==> src/sv/bsn_pkg.sv <==
// Shared types, constants and helpers of the bit set with find-next-set-bit.
// Depends on nothing; every other file of the block but bsn_ram uses it.
package bsn_pkg;

    // Fixed field widths of the item channels
    localparam int POS_W  = 12;
    localparam int KIND_W = 2;

    // Widest word the store supports and the bit offset width it needs
    localparam int WORD_MAX = 64;
    localparam int BIT_W    = 6;

    // Default geometry of the store
    localparam int WORDS_DEF     = 64;
    localparam int WORD_BITS_DEF = 64;

    // Command queue between the front and the back end
    localparam int Q_DEPTH = 2;
    localparam int Q_AW    = 1;

    // Item kinds
    typedef enum logic [KIND_W-1:0] {
        KIND_SET       = 2'd0,
        KIND_CLEAR     = 2'd1,
        KIND_FIND      = 2'd2,
        KIND_CLEAR_ALL = 2'd3
    } t_kind;

    // Classified command handed from the front to the back end
    typedef struct packed {
        t_kind              kind;
        logic [POS_W-1:0]   widx;
        logic [BIT_W-1:0]   bit_pos;
        logic               in_cap;
    } t_cmd;

    // Queue status seen by both ends
    typedef struct packed {
        logic full;
        logic empty;
    } t_q_status;

    // Offset of the lowest set bit of a word, zero for an empty word
    function automatic logic [BIT_W-1:0] lowest_bit(input logic [WORD_MAX-1:0] w);
        logic [BIT_W-1:0] res;
        res = '0;
        for (int i = WORD_MAX - 1; i >= 0; i--) begin
            if (w[i]) begin
                res = BIT_W'(i);
            end
        end
        return res;
    endfunction

endpackage

==> src/sv/bsn_if.sv <==
// Valid/ready channel interfaces for items in and results out.
// Depends on bsn_pkg for the field widths.
interface bsn_in_if;
    logic                           valid;
    logic                           ready;
    logic [bsn_pkg::KIND_W-1:0]     kind;
    logic [bsn_pkg::POS_W-1:0]      position;

    modport source (output valid, output kind, output position, input ready);
    modport sink   (input valid, input kind, input position, output ready);
endinterface

interface bsn_out_if;
    logic                           valid;
    logic                           ready;
    logic                           found;
    logic [bsn_pkg::POS_W-1:0]      bit_index;

    modport source (output valid, output found, output bit_index, input ready);
    modport sink   (input valid, input found, input bit_index, output ready);
endinterface

==> src/sv/bitset_with_next_set_bit.sv <==
// Top level of the bit set with find-next-set-bit.
// Depends on bsn_pkg, bsn_if, bsn_ram, bsn_front, bsn_queue and bsn_back.
//
// Items arrive on i_in (kind, position) and each gives exactly one result
// on o_out (found, bit_index), in order. Set, clear and clear-all report
// found = 0 and bit_index = 0; a search reports the lowest set bit at or
// after the position below the used-word mark.
// The front end splits the position into word and bit offset and feeds a
// two-entry command queue; the back end works one command at a time on a
// single-port-read RAM of WORDS words.
// A set beyond the capacity and a clear or search at or beyond the used-word
// mark skip the store; a search walks the words from its own to the mark.
// Back-end occupancy sets the rate; a search reads one RAM word per cycle.
// After reset the back end zeroes the store, one word a cycle; the front
// accepts items meanwhile until the queue and the front stage fill.
// A stalled receiver holds the result in the output register; the back end
// then waits, and the queue and front fill before i_in.ready drops.
module bitset_with_next_set_bit #(
    parameter int WORDS     = bsn_pkg::WORDS_DEF,
    parameter int WORD_BITS = bsn_pkg::WORD_BITS_DEF
) (
    input  logic        i_clk,
    input  logic        i_rst_n,
    bsn_in_if.sink      i_in,
    bsn_out_if.source   o_out
);

    localparam int AW = (WORDS > 1) ? $clog2(WORDS) : 1;

    logic                   q_push;
    logic                   q_pop;
    bsn_pkg::t_cmd          q_in;
    bsn_pkg::t_cmd          q_out;
    bsn_pkg::t_q_status     q_status;
    logic                   wr_en;
    logic [AW-1:0]          wr_addr;
    logic [WORD_BITS-1:0]   wr_data;
    logic                   rd_en;
    logic [AW-1:0]          rd_addr;
    logic [WORD_BITS-1:0]   rd_data;

    bsn_front #(
        .WORDS     (WORDS),
        .WORD_BITS (WORD_BITS)
    ) u_front (
        .i_clk    (i_clk),
        .i_rst_n  (i_rst_n),
        .i_in     (i_in),
        .i_q_full (q_status.full),
        .o_push   (q_push),
        .o_cmd    (q_in)
    );

    bsn_queue u_queue (
        .i_clk    (i_clk),
        .i_rst_n  (i_rst_n),
        .i_push   (q_push),
        .i_data   (q_in),
        .i_pop    (q_pop),
        .o_data   (q_out),
        .o_status (q_status)
    );

    bsn_back #(
        .WORDS     (WORDS),
        .WORD_BITS (WORD_BITS)
    ) u_back (
        .i_clk       (i_clk),
        .i_rst_n     (i_rst_n),
        .i_cmd_valid (!q_status.empty),
        .i_cmd       (q_out),
        .o_cmd_pop   (q_pop),
        .o_wr_en     (wr_en),
        .o_wr_addr   (wr_addr),
        .o_wr_data   (wr_data),
        .o_rd_en     (rd_en),
        .o_rd_addr   (rd_addr),
        .i_rd_data   (rd_data),
        .o_out       (o_out)
    );

    bsn_ram #(
        .WIDTH (WORD_BITS),
        .DEPTH (WORDS)
    ) u_store (
        .i_clk     (i_clk),
        .i_wr_en   (wr_en),
        .i_wr_addr (wr_addr),
        .i_wr_data (wr_data),
        .i_rd_en   (rd_en),
        .i_rd_addr (rd_addr),
        .o_rd_data (rd_data)
    );

    // The front never pushes into a full queue
    a_no_overflow: assert property (@(posedge i_clk) disable iff (!i_rst_n)
        !(q_push && q_status.full))
        else $error("command queue overflow");

    // The back end never pops an empty queue
    a_no_underflow: assert property (@(posedge i_clk) disable iff (!i_rst_n)
        !(q_pop && q_status.empty))
        else $error("command queue underflow");

    // A result that reports nothing found carries a zero index
    a_zero_index: assert property (@(posedge i_clk) disable iff (!i_rst_n)
        (o_out.valid && !o_out.found) |-> (o_out.bit_index == '0))
        else $error("nonzero index without a found bit");

endmodule

==> src/sv/bsn_ram.sv <==
// Generic single-write, single-read RAM with a registered read port.
// Depends on nothing.
module bsn_ram #(
    parameter int WIDTH = 64,
    parameter int DEPTH = 64
) (
    input  logic                                        i_clk,
    input  logic                                        i_wr_en,
    input  logic [((DEPTH > 1) ? $clog2(DEPTH) : 1)-1:0] i_wr_addr,
    input  logic [WIDTH-1:0]                            i_wr_data,
    input  logic                                        i_rd_en,
    input  logic [((DEPTH > 1) ? $clog2(DEPTH) : 1)-1:0] i_rd_addr,
    output logic [WIDTH-1:0]                            o_rd_data
);

    logic [WIDTH-1:0] r_mem [DEPTH];
    logic [WIDTH-1:0] r_rd_data;

    // Write, then register the read word
    always_ff @(posedge i_clk) begin
        if (i_wr_en) begin
            r_mem[i_wr_addr] <= i_wr_data;
        end
        if (i_rd_en) begin
            r_rd_data <= r_mem[i_rd_addr];
        end
    end

    assign o_rd_data = r_rd_data;

endmodule

==> src/sv/bsn_front.sv <==
// Front end: accepts items and splits the position into word and bit offset.
// Depends on bsn_pkg and bsn_in_if.
module bsn_front #(
    parameter int WORDS     = bsn_pkg::WORDS_DEF,
    parameter int WORD_BITS = bsn_pkg::WORD_BITS_DEF
) (
    input  logic            i_clk,
    input  logic            i_rst_n,
    bsn_in_if.sink          i_in,
    input  logic            i_q_full,
    output logic            o_push,
    output bsn_pkg::t_cmd   o_cmd
);

    // Division by the word width as a multiply by a rounded-up reciprocal;
    // exact for every 12-bit position.
    localparam int SH    = 24;
    localparam int RECIP = ((1 << SH) + WORD_BITS - 1) / WORD_BITS;
    localparam int PW    = SH + bsn_pkg::POS_W;

    logic                           r_a_valid;
    logic                           n_a_valid;
    bsn_pkg::t_kind                 r_a_kind;
    logic [bsn_pkg::POS_W-1:0]      r_a_pos;
    logic [PW-1:0]                  r_a_prod;
    logic                           a_free;
    logic                           accept;
    logic [bsn_pkg::POS_W-1:0]      quot;
    logic [bsn_pkg::POS_W-1:0]      q_base;
    logic [bsn_pkg::POS_W-1:0]      rem;

    assign a_free     = !r_a_valid || !i_q_full;
    assign i_in.ready = a_free;
    assign accept     = i_in.valid && a_free;
    assign o_push     = r_a_valid && !i_q_full;

    // Hold the stage while the queue is full, refill it on accept
    always_comb begin
        n_a_valid = r_a_valid;
        if (accept) begin
            n_a_valid = 1'b1;
        end else if (o_push) begin
            n_a_valid = 1'b0;
        end
    end

    always_ff @(posedge i_clk) begin
        if (!i_rst_n) begin
            r_a_valid <= 1'b0;
        end else begin
            r_a_valid <= n_a_valid;
        end
    end

    always_ff @(posedge i_clk) begin
        if (accept) begin
            r_a_kind <= bsn_pkg::t_kind'(i_in.kind);
            r_a_pos  <= i_in.position;
            r_a_prod <= PW'(i_in.position) * PW'(RECIP);
        end
    end

    // Word index, bit offset and capacity check
    assign quot   = r_a_prod[SH +: bsn_pkg::POS_W];
    assign q_base = bsn_pkg::POS_W'(quot * bsn_pkg::POS_W'(WORD_BITS));
    assign rem    = r_a_pos - q_base;

    always_comb begin
        o_cmd.kind    = r_a_kind;
        o_cmd.widx    = quot;
        o_cmd.bit_pos = rem[bsn_pkg::BIT_W-1:0];
        o_cmd.in_cap  = (32'(quot) < 32'(WORDS));
    end

endmodule

==> src/sv/bsn_queue.sv <==
// Short command queue between the front and the back end.
// Depends on bsn_pkg for the command type and depth.
module bsn_queue (
    input  logic                    i_clk,
    input  logic                    i_rst_n,
    input  logic                    i_push,
    input  bsn_pkg::t_cmd           i_data,
    input  logic                    i_pop,
    output bsn_pkg::t_cmd           o_data,
    output bsn_pkg::t_q_status      o_status
);

    bsn_pkg::t_cmd                  r_mem [bsn_pkg::Q_DEPTH];
    logic [bsn_pkg::Q_AW-1:0]       r_wr_ptr;
    logic [bsn_pkg::Q_AW-1:0]       r_rd_ptr;
    logic [bsn_pkg::Q_AW:0]         r_count;
    logic [bsn_pkg::Q_AW-1:0]       n_wr_ptr;
    logic [bsn_pkg::Q_AW-1:0]       n_rd_ptr;
    logic [bsn_pkg::Q_AW:0]         n_count;

    // Advance the pointers; the depth is a power of two so they wrap freely
    always_comb begin
        n_wr_ptr = r_wr_ptr;
        n_rd_ptr = r_rd_ptr;
        n_count  = r_count;
        if (i_push) begin
            n_wr_ptr = r_wr_ptr + 1'b1;
        end
        if (i_pop) begin
            n_rd_ptr = r_rd_ptr + 1'b1;
        end
        if (i_push && !i_pop) begin
            n_count = r_count + 1'b1;
        end else if (!i_push && i_pop) begin
            n_count = r_count - 1'b1;
        end
    end

    always_ff @(posedge i_clk) begin
        if (!i_rst_n) begin
            r_wr_ptr <= '0;
            r_rd_ptr <= '0;
            r_count  <= '0;
        end else begin
            r_wr_ptr <= n_wr_ptr;
            r_rd_ptr <= n_rd_ptr;
            r_count  <= n_count;
        end
    end

    always_ff @(posedge i_clk) begin
        if (i_push) begin
            r_mem[r_wr_ptr] <= i_data;
        end
    end

    assign o_data         = r_mem[r_rd_ptr];
    assign o_status.full  = (r_count == (bsn_pkg::Q_AW + 1)'(bsn_pkg::Q_DEPTH));
    assign o_status.empty = (r_count == '0);

endmodule

==> src/sv/bsn_back.sv <==
// Back end: carries out commands on the word store and drives the results.
// Depends on bsn_pkg, bsn_out_if and an external bsn_ram for the words.
module bsn_back #(
    parameter int WORDS     = bsn_pkg::WORDS_DEF,
    parameter int WORD_BITS = bsn_pkg::WORD_BITS_DEF
) (
    input  logic                                        i_clk,
    input  logic                                        i_rst_n,
    input  logic                                        i_cmd_valid,
    input  bsn_pkg::t_cmd                               i_cmd,
    output logic                                        o_cmd_pop,
    output logic                                        o_wr_en,
    output logic [((WORDS > 1) ? $clog2(WORDS) : 1)-1:0] o_wr_addr,
    output logic [WORD_BITS-1:0]                        o_wr_data,
    output logic                                        o_rd_en,
    output logic [((WORDS > 1) ? $clog2(WORDS) : 1)-1:0] o_rd_addr,
    input  logic [WORD_BITS-1:0]                        i_rd_data,
    bsn_out_if.source                                   o_out
);

    localparam int AW = (WORDS > 1) ? $clog2(WORDS) : 1;
    localparam int UW = $clog2(WORDS + 1);
    localparam int BW = $clog2(WORD_BITS);
    localparam int IW = AW + bsn_pkg::BIT_W + 2;

    typedef enum logic [5:0] {
        ST_IDLE   = 6'b000001,
        ST_RMW    = 6'b000010,
        ST_SCAN   = 6'b000100,
        ST_CLEAR  = 6'b001000,
        ST_INDEX  = 6'b010000,
        ST_RESULT = 6'b100000
    } t_state;

    t_state                         r_state, n_state;
    bsn_pkg::t_kind                 r_kind, n_kind;
    logic [AW-1:0]                  r_cnt, n_cnt;
    logic [BW-1:0]                  r_bit, n_bit;
    logic [UW-1:0]                  r_used, n_used;
    logic [WORD_BITS-1:0]           r_mask, n_mask;
    logic [bsn_pkg::BIT_W-1:0]      r_lb, n_lb;
    logic                           r_res_found, n_res_found;
    logic [bsn_pkg::POS_W-1:0]      r_res_index, n_res_index;
    logic                           r_emit, n_emit;
    logic                           r_out_valid, n_out_valid;
    logic                           r_out_found, n_out_found;
    logic [bsn_pkg::POS_W-1:0]      r_out_index, n_out_index;

    logic [WORD_BITS-1:0]           scan_word;
    logic                           hit;
    logic [UW-1:0]                  cnt_next;
    logic                           more;
    logic                           in_used;
    logic [WORD_BITS-1:0]           bit_sel;
    logic [IW-1:0]                  idx_full;

    assign scan_word = i_rd_data & r_mask;
    assign hit       = |scan_word;
    assign cnt_next  = UW'(r_cnt) + UW'(1);
    assign more      = (cnt_next < r_used);
    assign in_used   = (i_cmd.widx < bsn_pkg::POS_W'(r_used));
    assign bit_sel   = WORD_BITS'(1) << r_bit;
    assign idx_full  = IW'(r_cnt) * IW'(WORD_BITS) + IW'(r_lb);

    // Sequence one command at a time over the store
    always_comb begin
        n_state     = r_state;
        n_kind      = r_kind;
        n_cnt       = r_cnt;
        n_bit       = r_bit;
        n_used      = r_used;
        n_mask      = r_mask;
        n_lb        = r_lb;
        n_res_found = r_res_found;
        n_res_index = r_res_index;
        n_emit      = r_emit;
        n_out_valid = r_out_valid;
        n_out_found = r_out_found;
        n_out_index = r_out_index;
        o_cmd_pop   = 1'b0;
        o_wr_en     = 1'b0;
        o_wr_addr   = r_cnt;
        o_wr_data   = '0;
        o_rd_en     = 1'b0;
        o_rd_addr   = r_cnt;

        // Drop the result once the receiver takes it
        if (r_out_valid && o_out.ready) begin
            n_out_valid = 1'b0;
        end

        case (r_state)
            ST_IDLE: begin
                if (i_cmd_valid) begin
                    o_cmd_pop   = 1'b1;
                    n_kind      = i_cmd.kind;
                    n_bit       = i_cmd.bit_pos[BW-1:0];
                    n_cnt       = i_cmd.widx[AW-1:0];
                    n_mask      = {WORD_BITS{1'b1}} << i_cmd.bit_pos[BW-1:0];
                    n_res_found = 1'b0;
                    n_res_index = '0;
                    o_rd_addr   = i_cmd.widx[AW-1:0];
                    case (i_cmd.kind)
                        bsn_pkg::KIND_SET: begin
                            o_rd_en = i_cmd.in_cap;
                            n_state = i_cmd.in_cap ? ST_RMW : ST_RESULT;
                        end
                        bsn_pkg::KIND_CLEAR: begin
                            o_rd_en = in_used;
                            n_state = in_used ? ST_RMW : ST_RESULT;
                        end
                        bsn_pkg::KIND_FIND: begin
                            o_rd_en = in_used;
                            n_state = in_used ? ST_SCAN : ST_RESULT;
                        end
                        bsn_pkg::KIND_CLEAR_ALL: begin
                            n_emit  = 1'b1;
                            n_cnt   = '0;
                            n_state = (r_used == '0) ? ST_RESULT : ST_CLEAR;
                        end
                        default: begin
                            n_state = ST_RESULT;
                        end
                    endcase
                end
            end
            ST_RMW: begin
                // Write back the word with the bit set or cleared
                o_wr_en = 1'b1;
                if (r_kind == bsn_pkg::KIND_SET) begin
                    o_wr_data = i_rd_data | bit_sel;
                    if (cnt_next > r_used) begin
                        n_used = cnt_next;
                    end
                end else begin
                    o_wr_data = i_rd_data & ~bit_sel;
                end
                n_state = ST_RESULT;
            end
            ST_SCAN: begin
                // Check the word read last cycle, fetch the next one
                if (hit) begin
                    n_lb    = bsn_pkg::lowest_bit(bsn_pkg::WORD_MAX'(scan_word));
                    n_state = ST_INDEX;
                end else if (more) begin
                    n_cnt     = cnt_next[AW-1:0];
                    o_rd_en   = 1'b1;
                    o_rd_addr = cnt_next[AW-1:0];
                    n_mask    = {WORD_BITS{1'b1}};
                end else begin
                    n_state = ST_RESULT;
                end
            end
            ST_INDEX: begin
                n_res_found = 1'b1;
                n_res_index = idx_full[bsn_pkg::POS_W-1:0];
                n_state     = ST_RESULT;
            end
            ST_CLEAR: begin
                // Zero one word a cycle up to the used mark
                o_wr_en = 1'b1;
                if (cnt_next == r_used) begin
                    n_used  = '0;
                    n_state = r_emit ? ST_RESULT : ST_IDLE;
                end else begin
                    n_cnt = cnt_next[AW-1:0];
                end
            end
            ST_RESULT: begin
                if (!r_out_valid || o_out.ready) begin
                    n_out_valid = 1'b1;
                    n_out_found = r_res_found;
                    n_out_index = r_res_index;
                    n_state     = ST_IDLE;
                end
            end
            default: begin
                n_state = ST_IDLE;
            end
        endcase
    end

    // Reset starts a clearing pass over the whole store
    always_ff @(posedge i_clk) begin
        if (!i_rst_n) begin
            r_state     <= ST_CLEAR;
            r_cnt       <= '0;
            r_used      <= UW'(WORDS);
            r_emit      <= 1'b0;
            r_out_valid <= 1'b0;
        end else begin
            r_state     <= n_state;
            r_cnt       <= n_cnt;
            r_used      <= n_used;
            r_emit      <= n_emit;
            r_out_valid <= n_out_valid;
        end
    end

    always_ff @(posedge i_clk) begin
        r_kind      <= n_kind;
        r_bit       <= n_bit;
        r_mask      <= n_mask;
        r_lb        <= n_lb;
        r_res_found <= n_res_found;
        r_res_index <= n_res_index;
        r_out_found <= n_out_found;
        r_out_index <= n_out_index;
    end

    assign o_out.valid     = r_out_valid;
    assign o_out.found     = r_out_found;
    assign o_out.bit_index = r_out_index;

endmodule
==> src/flat_wrapper.sv <==
// flat-port wrapper written by rule: the top's interface ports become plain ports
module bitset_with_next_set_bit_flat 
#(
    parameter int WORDS     = bsn_pkg::WORDS_DEF,
    parameter int WORD_BITS = bsn_pkg::WORD_BITS_DEF
)
  (i_clk, i_rst_n, i_in_valid, i_in_kind, i_in_position, i_in_ready, o_out_valid, o_out_found, o_out_bit_index, o_out_ready);
  bsn_in_if i_in_i ();
  bsn_out_if o_out_i ();
  input  logic i_clk;
  input  logic i_rst_n;
  input wire logic [$bits(i_in_i.valid)-1:0] i_in_valid;
  input wire logic [$bits(i_in_i.kind)-1:0] i_in_kind;
  input wire logic [$bits(i_in_i.position)-1:0] i_in_position;
  output wire logic [$bits(i_in_i.ready)-1:0] i_in_ready;
  output wire logic [$bits(o_out_i.valid)-1:0] o_out_valid;
  output wire logic [$bits(o_out_i.found)-1:0] o_out_found;
  output wire logic [$bits(o_out_i.bit_index)-1:0] o_out_bit_index;
  input wire logic [$bits(o_out_i.ready)-1:0] o_out_ready;
  assign i_in_i.valid = i_in_valid;
  assign i_in_i.kind = i_in_kind;
  assign i_in_i.position = i_in_position;
  assign i_in_ready = i_in_i.ready;
  assign o_out_valid = o_out_i.valid;
  assign o_out_found = o_out_i.found;
  assign o_out_bit_index = o_out_i.bit_index;
  assign o_out_i.ready = o_out_ready;
  bitset_with_next_set_bit #(.WORDS(WORDS), .WORD_BITS(WORD_BITS)) u_core (.i_clk(i_clk), .i_rst_n(i_rst_n), .i_in(i_in_i), .o_out(o_out_i));
endmodule
==> config.mk <==
export PLATFORM = sky130hd
export DESIGN_NAME = bitset_with_next_set_bit_flat
export DESIGN_NICKNAME = d
export VERILOG_FILES = /design/src/sv/bsn_pkg.sv /design/src/sv/bsn_if.sv /design/src/sv/bitset_with_next_set_bit.sv /design/src/sv/bsn_ram.sv /design/src/sv/bsn_front.sv /design/src/sv/bsn_queue.sv /design/src/sv/bsn_back.sv /design/src/flat_wrapper.sv
export SDC_FILE = /design/constraint.sdc
export NUM_CORES = 2
export LEC_CHECK = 0
export BUFFER_PORTS_ARGS = -buffer_cell sky130_fd_sc_hd__buf_2
export CAP_MARGIN = 0
export CORE_AREA = 4 4 818 739
export CTS_CLUSTER_DIAMETER = 40
export DETAILED_ROUTE_END_ITERATION = 10
export DIE_AREA = 0 0 822 743
export GPL_ROUTABILITY_DRIVEN = 0
export PLACE_DENSITY = 0.52
export SETUP_SLACK_MARGIN = 0.3
export SYNTH_ARGS = -nofsm -noshare
export SYNTH_HDL_FRONTEND = slang
export SYNTH_MEMORY_MAX_BITS = 65536
export SYNTH_SLANG_ARGS = --single-unit
==> constraint.sdc <==
create_clock -name i_clk -period 8.79 [get_ports i_clk]
set_clock_uncertainty 0.15 [all_clocks]
set_input_delay 0.879 -clock i_clk [delete_from_list [all_inputs] [get_ports i_clk]]
set_output_delay 0.879 -clock i_clk [all_outputs]
set_load 0.005 [all_outputs]
==> impl_metrics.toml <==
[status]
status = "finished, final reports clean"

[sta]
setup_viol = 0
final-max-slew-violation-count = 0
finalCritPeriodShare_pct = 88.5
holdWs_ns = 0.125
maxSlewHeadroom_pct = 1.72
fmax_mhz = 129
tns_ns = 0
min_period_ns = 7.78
tightest_slew_ns = 1.47
rsz0062_at_grt = "false"
hold_violations = 0

[finish]
fin_nets = 11400
syn_to_final_growth_pct = 18.7
instances_no_fill = 19700
drive_above_1_share_pct = 14.1
layout.cell_area.non_filler_mm2 = 0.205
fill_cells = 56400

[worst_hold_path]
hp-start = "o_out_ready"
min_path_type = "primary input to flop"
hold_end = "u_core.u_back.o_out.valid"
worstHoldPathCells = 3

[global_route]
first_global_vias = 95200
antenna_found_initial = 42
track_usage_pct = 17.3
grt_pass1_wl_um = 762000
grt-ovfl-total = 0
grt_max_degree = 145

[place]
dp_hpwl_um = 288000
placed_cell_area_mm2 = 0.184
dp.cells = 18600
io_buffer_count = 32

[routing]
drt_pass1_iterations = 8
dr_wl_met3_um = 48200
drc = 0
drt_iter0_markers = 13800
ant_nets = 0
top_layer_used = "met5"
wl_met2_um = 248000
wl_per_cell_um = 28.0
finalWirelength_um = 551000
met1_length_um = 239000
routed-via-count = 101000
via_per_inst = 5.13

[cts]
cts_tree = "built"
cts_buffer_depth = 4
post_cts_resized = 0
path_clk_slew_ns = 0.05
htreeDepth = 6
numClockSinks = 4332
worstSkewPairLatency_ns = 1.09
cts_made_buffers = 591
cts-root-buf = "clkbuf_16"

[die]
die_h_um = 743
die_area_mm2 = 0.611
rows = 269
die_x_um = 822
start_util_pct = 28.9
coreArea_mm2 = 0.595
ioPinCount = 33

[synthesis]
avgSynthCellArea_um2 = 15.7
synth_area_leader_cell = "edfxtp_1"
synthTopCellsByArea = "edfxtp_1 75%, mux2i_1 10%, nand2_1 3.8%, nand3_1 1.7%, a21oi_1 1.1%"
async_flop_share_pct = 0
synth_top_area_share_pct = 75.0
synth_ff_type = "edfxtp_1"
syn-num-nets = 11000
yosysSeqAreaShare_pct = 75.3
synth_edf_count = 4305
synth-seq-cells = 4332
synth_warnings = 0
netlist_area_mm2 = 0.172
netlist_instances = 11000
yosysUniqueCellTypes = 67

[critical_path]
required_ns = 9.31
slowest_stage = "nor3_1"
crit_arrival_ns = 8.30
path_buf_inv = 2
slowest_delay_ns = 1.14
cp-end-kind = "flop"
crit_type = "flop to flop"
crit_path_start_kind = "flop"
cp_top_family = "simple AND/OR/NAND/NOR gates"
reg2reg_from = "u_core.u_back.o_wr_addr[3]"
rr_endpoint = "u_core.u_store.o_rd_data[16]"
crit_fanout = 31
crit_path_cell_trace = "nand3_1 > nor2_1 > ha_1 > nand4_1 > a21oi_1 > nor2_1 > and4_1 > o211a_4 > buf_4 > buf_4 > mux2i_1 > o22ai_1 > or4_1 > nor3_1"
startpoint = "u_core.u_back.o_wr_addr[3]"
r2r_cells = 14
rrSetupSlack_ns = 1.01

[pwr]
leakage_nw = 68.7
irDropWorstVdd_v = 0.000280
powerDensity_mw_per_mm2 = 290

[run]
maxCapViolCount = 0
-- report_power, final --
part	internal, mW	switching, mW	total [mW]
clock network	14.6	9.56	24.2
logic	3.82	7.65	11.5
registers	23.5	0.198	23.7
-- area by class of cell --
type | count | area [um^2] | share of cell area [%]
clock buffers | 651 | 15200 | 7.42
well taps | 7859 | 9830 | 4.81
diodes | 7 | 17.5 | 0.00856
clock inverters | 430 | 4890 | 2.39
inverters | 38 | 143 | 0.0697
flip-flops and latches | 4332 | 130000 | 63.4
multi-input cells | 5977 | 40800 | 19.9
repair buffers | 423 | 4000 | 1.95
-- cell usage after synthesis, types with 27 or more instances --
cell type,number
inv_1,35
a31oi_1,137
a22oi_1,101
o22ai_1,259
and3_1,137
or4_1,129
buf_4,87
nor2_1,150
mux2i_1,1780
o21ai_0,72
mux2_2,130
buf_1,58
dfxtp_1,27
nor3_1,87
o221ai_1,65
clkbuf_1,344
buf_2,122
a21oi_1,381
nand2_1,1762
edfxtp_1,4305
nand3_1,587
-- worst max path at each step --
stage / endpoint / slack [ns] / cells past startpoint
after floorplan: u_core.u_store.o_rd_data[0] / 0.94 / 11
after global placement: u_core.u_store.o_rd_data[16] / 1.20 / 16
after detailed placement: u_core.u_store.o_rd_data[16] / 1.21 / 14
after CTS: u_core.u_store.o_rd_data[16] / 1.12 / 14
after global routing: u_core.u_store.o_rd_data[19] / 0.83 / 16
final: u_core.u_store.o_rd_data[16] / 1.01 / 14
-- worst reg2reg max path, stage by stage (launching register included) --
cell and delay, ns:
dfxtp_1 0.63, nand3_1 0.77, nor2_1 0.41, ha_1 0.30, nand4_1 0.15, a21oi_1 0.10, nor2_1 0.40, and4_1 0.48
o211a_4 0.87, buf_4 0.50, buf_4 0.43, mux2i_1 0.35, o22ai_1 0.12, or4_1 0.57, nor3_1 1.14
-- metal layers --
metal / GRT usage (%) / vias to the layer above
li1: - / 43100
met3: 2.99 / 896
met2: 26.7 / 4747
met1: 24.8 / 52400
met4: 5.18 / 6
met5: 0 / -
-- cells in the final DEF, fill, tap and decap left out, drive strengths merged, types with 27 or more instances in the layout --
| master | count |
|---|---|
| o221ai | 65 |
| o21ai | 72 |
| nand2 | 1762 |
| a31oi | 138 |
| or4 | 130 |
| nor2 | 152 |
| nand3 | 587 |
| bufinv | 66 |
| inv | 128 |
| o22ai | 259 |
| buf | 407 |
| a21oi | 381 |
| and3 | 137 |
| edfxtp | 4305 |
| dfxtp | 27 |
| clkbuf | 651 |
| clkinvlp | 58 |
| mux2 | 130 |
| a22oi | 101 |
| nor3 | 88 |
| clkinv | 216 |
| mux2i | 1780 |
-- state kept, by name, indices dropped and copies added (netlist names), 2 cells and up, named ones only --
signal,flops
u_core.u_back.r_bit,6
u_core.u_queue.r_count,2
u_core.u_store.r_mem,4096
u_core.u_back.o_out.bit_index,12
u_core.u_front.r_a_pos,12
u_core.u_queue.r_mem,28
u_core.u_back.r_state,6
u_core.u_back.r_lb,6
u_core.u_store.o_rd_data,64
u_core.u_back.r_kind,2
u_core.u_back.o_wr_addr,6
u_core.u_back.r_res_index,12
u_core.u_front.r_a_kind,2
u_core.u_back.r_used,7
u_core.u_back.r_mask,63
-- stage by stage --
| step | setup WS, ns | utilization, % | power, mW |
|---|---|---|---|
| after CTS | 1.12 | 34.4 | 59.7 |
| after global placement | 1.20 | 31.0 | 35.5 |
| final | 1.01 | 34.4 | 59.3 |
| after global routing | 0.832 | 34.4 | 61.4 |
| after floorplan | 0.942 | - | 31.9 |
| after detailed placement | 1.21 | 31.0 | 35.5 |
-- cells by family (layout without fill, tap and decap cells) --
family                     count (synthesis)  in the layout  share of synthesized area [%]
buffers and inverters                    671           1542                           1.84
DFF                                     4332           4332                           75.3
xor gates and xnor gates                   8              8                         0.0407
muxes                                   1910           1910                           11.2
adders and majority gates                 18             18                          0.131
AOI/OAI and AO/OA                       1090           1090                           3.91
and+or+nand+nor                         2951           2951                           7.58
other                                      0              7                              0
-- what timing repair did --
item	4_1_cts	5_1_grt
hold buffers	16	0
endpoints found under the hold margin	18	0
endpoints found under the setup margin	0	0
setup buffers	0	0
Power figures use the tool's default switching activity.
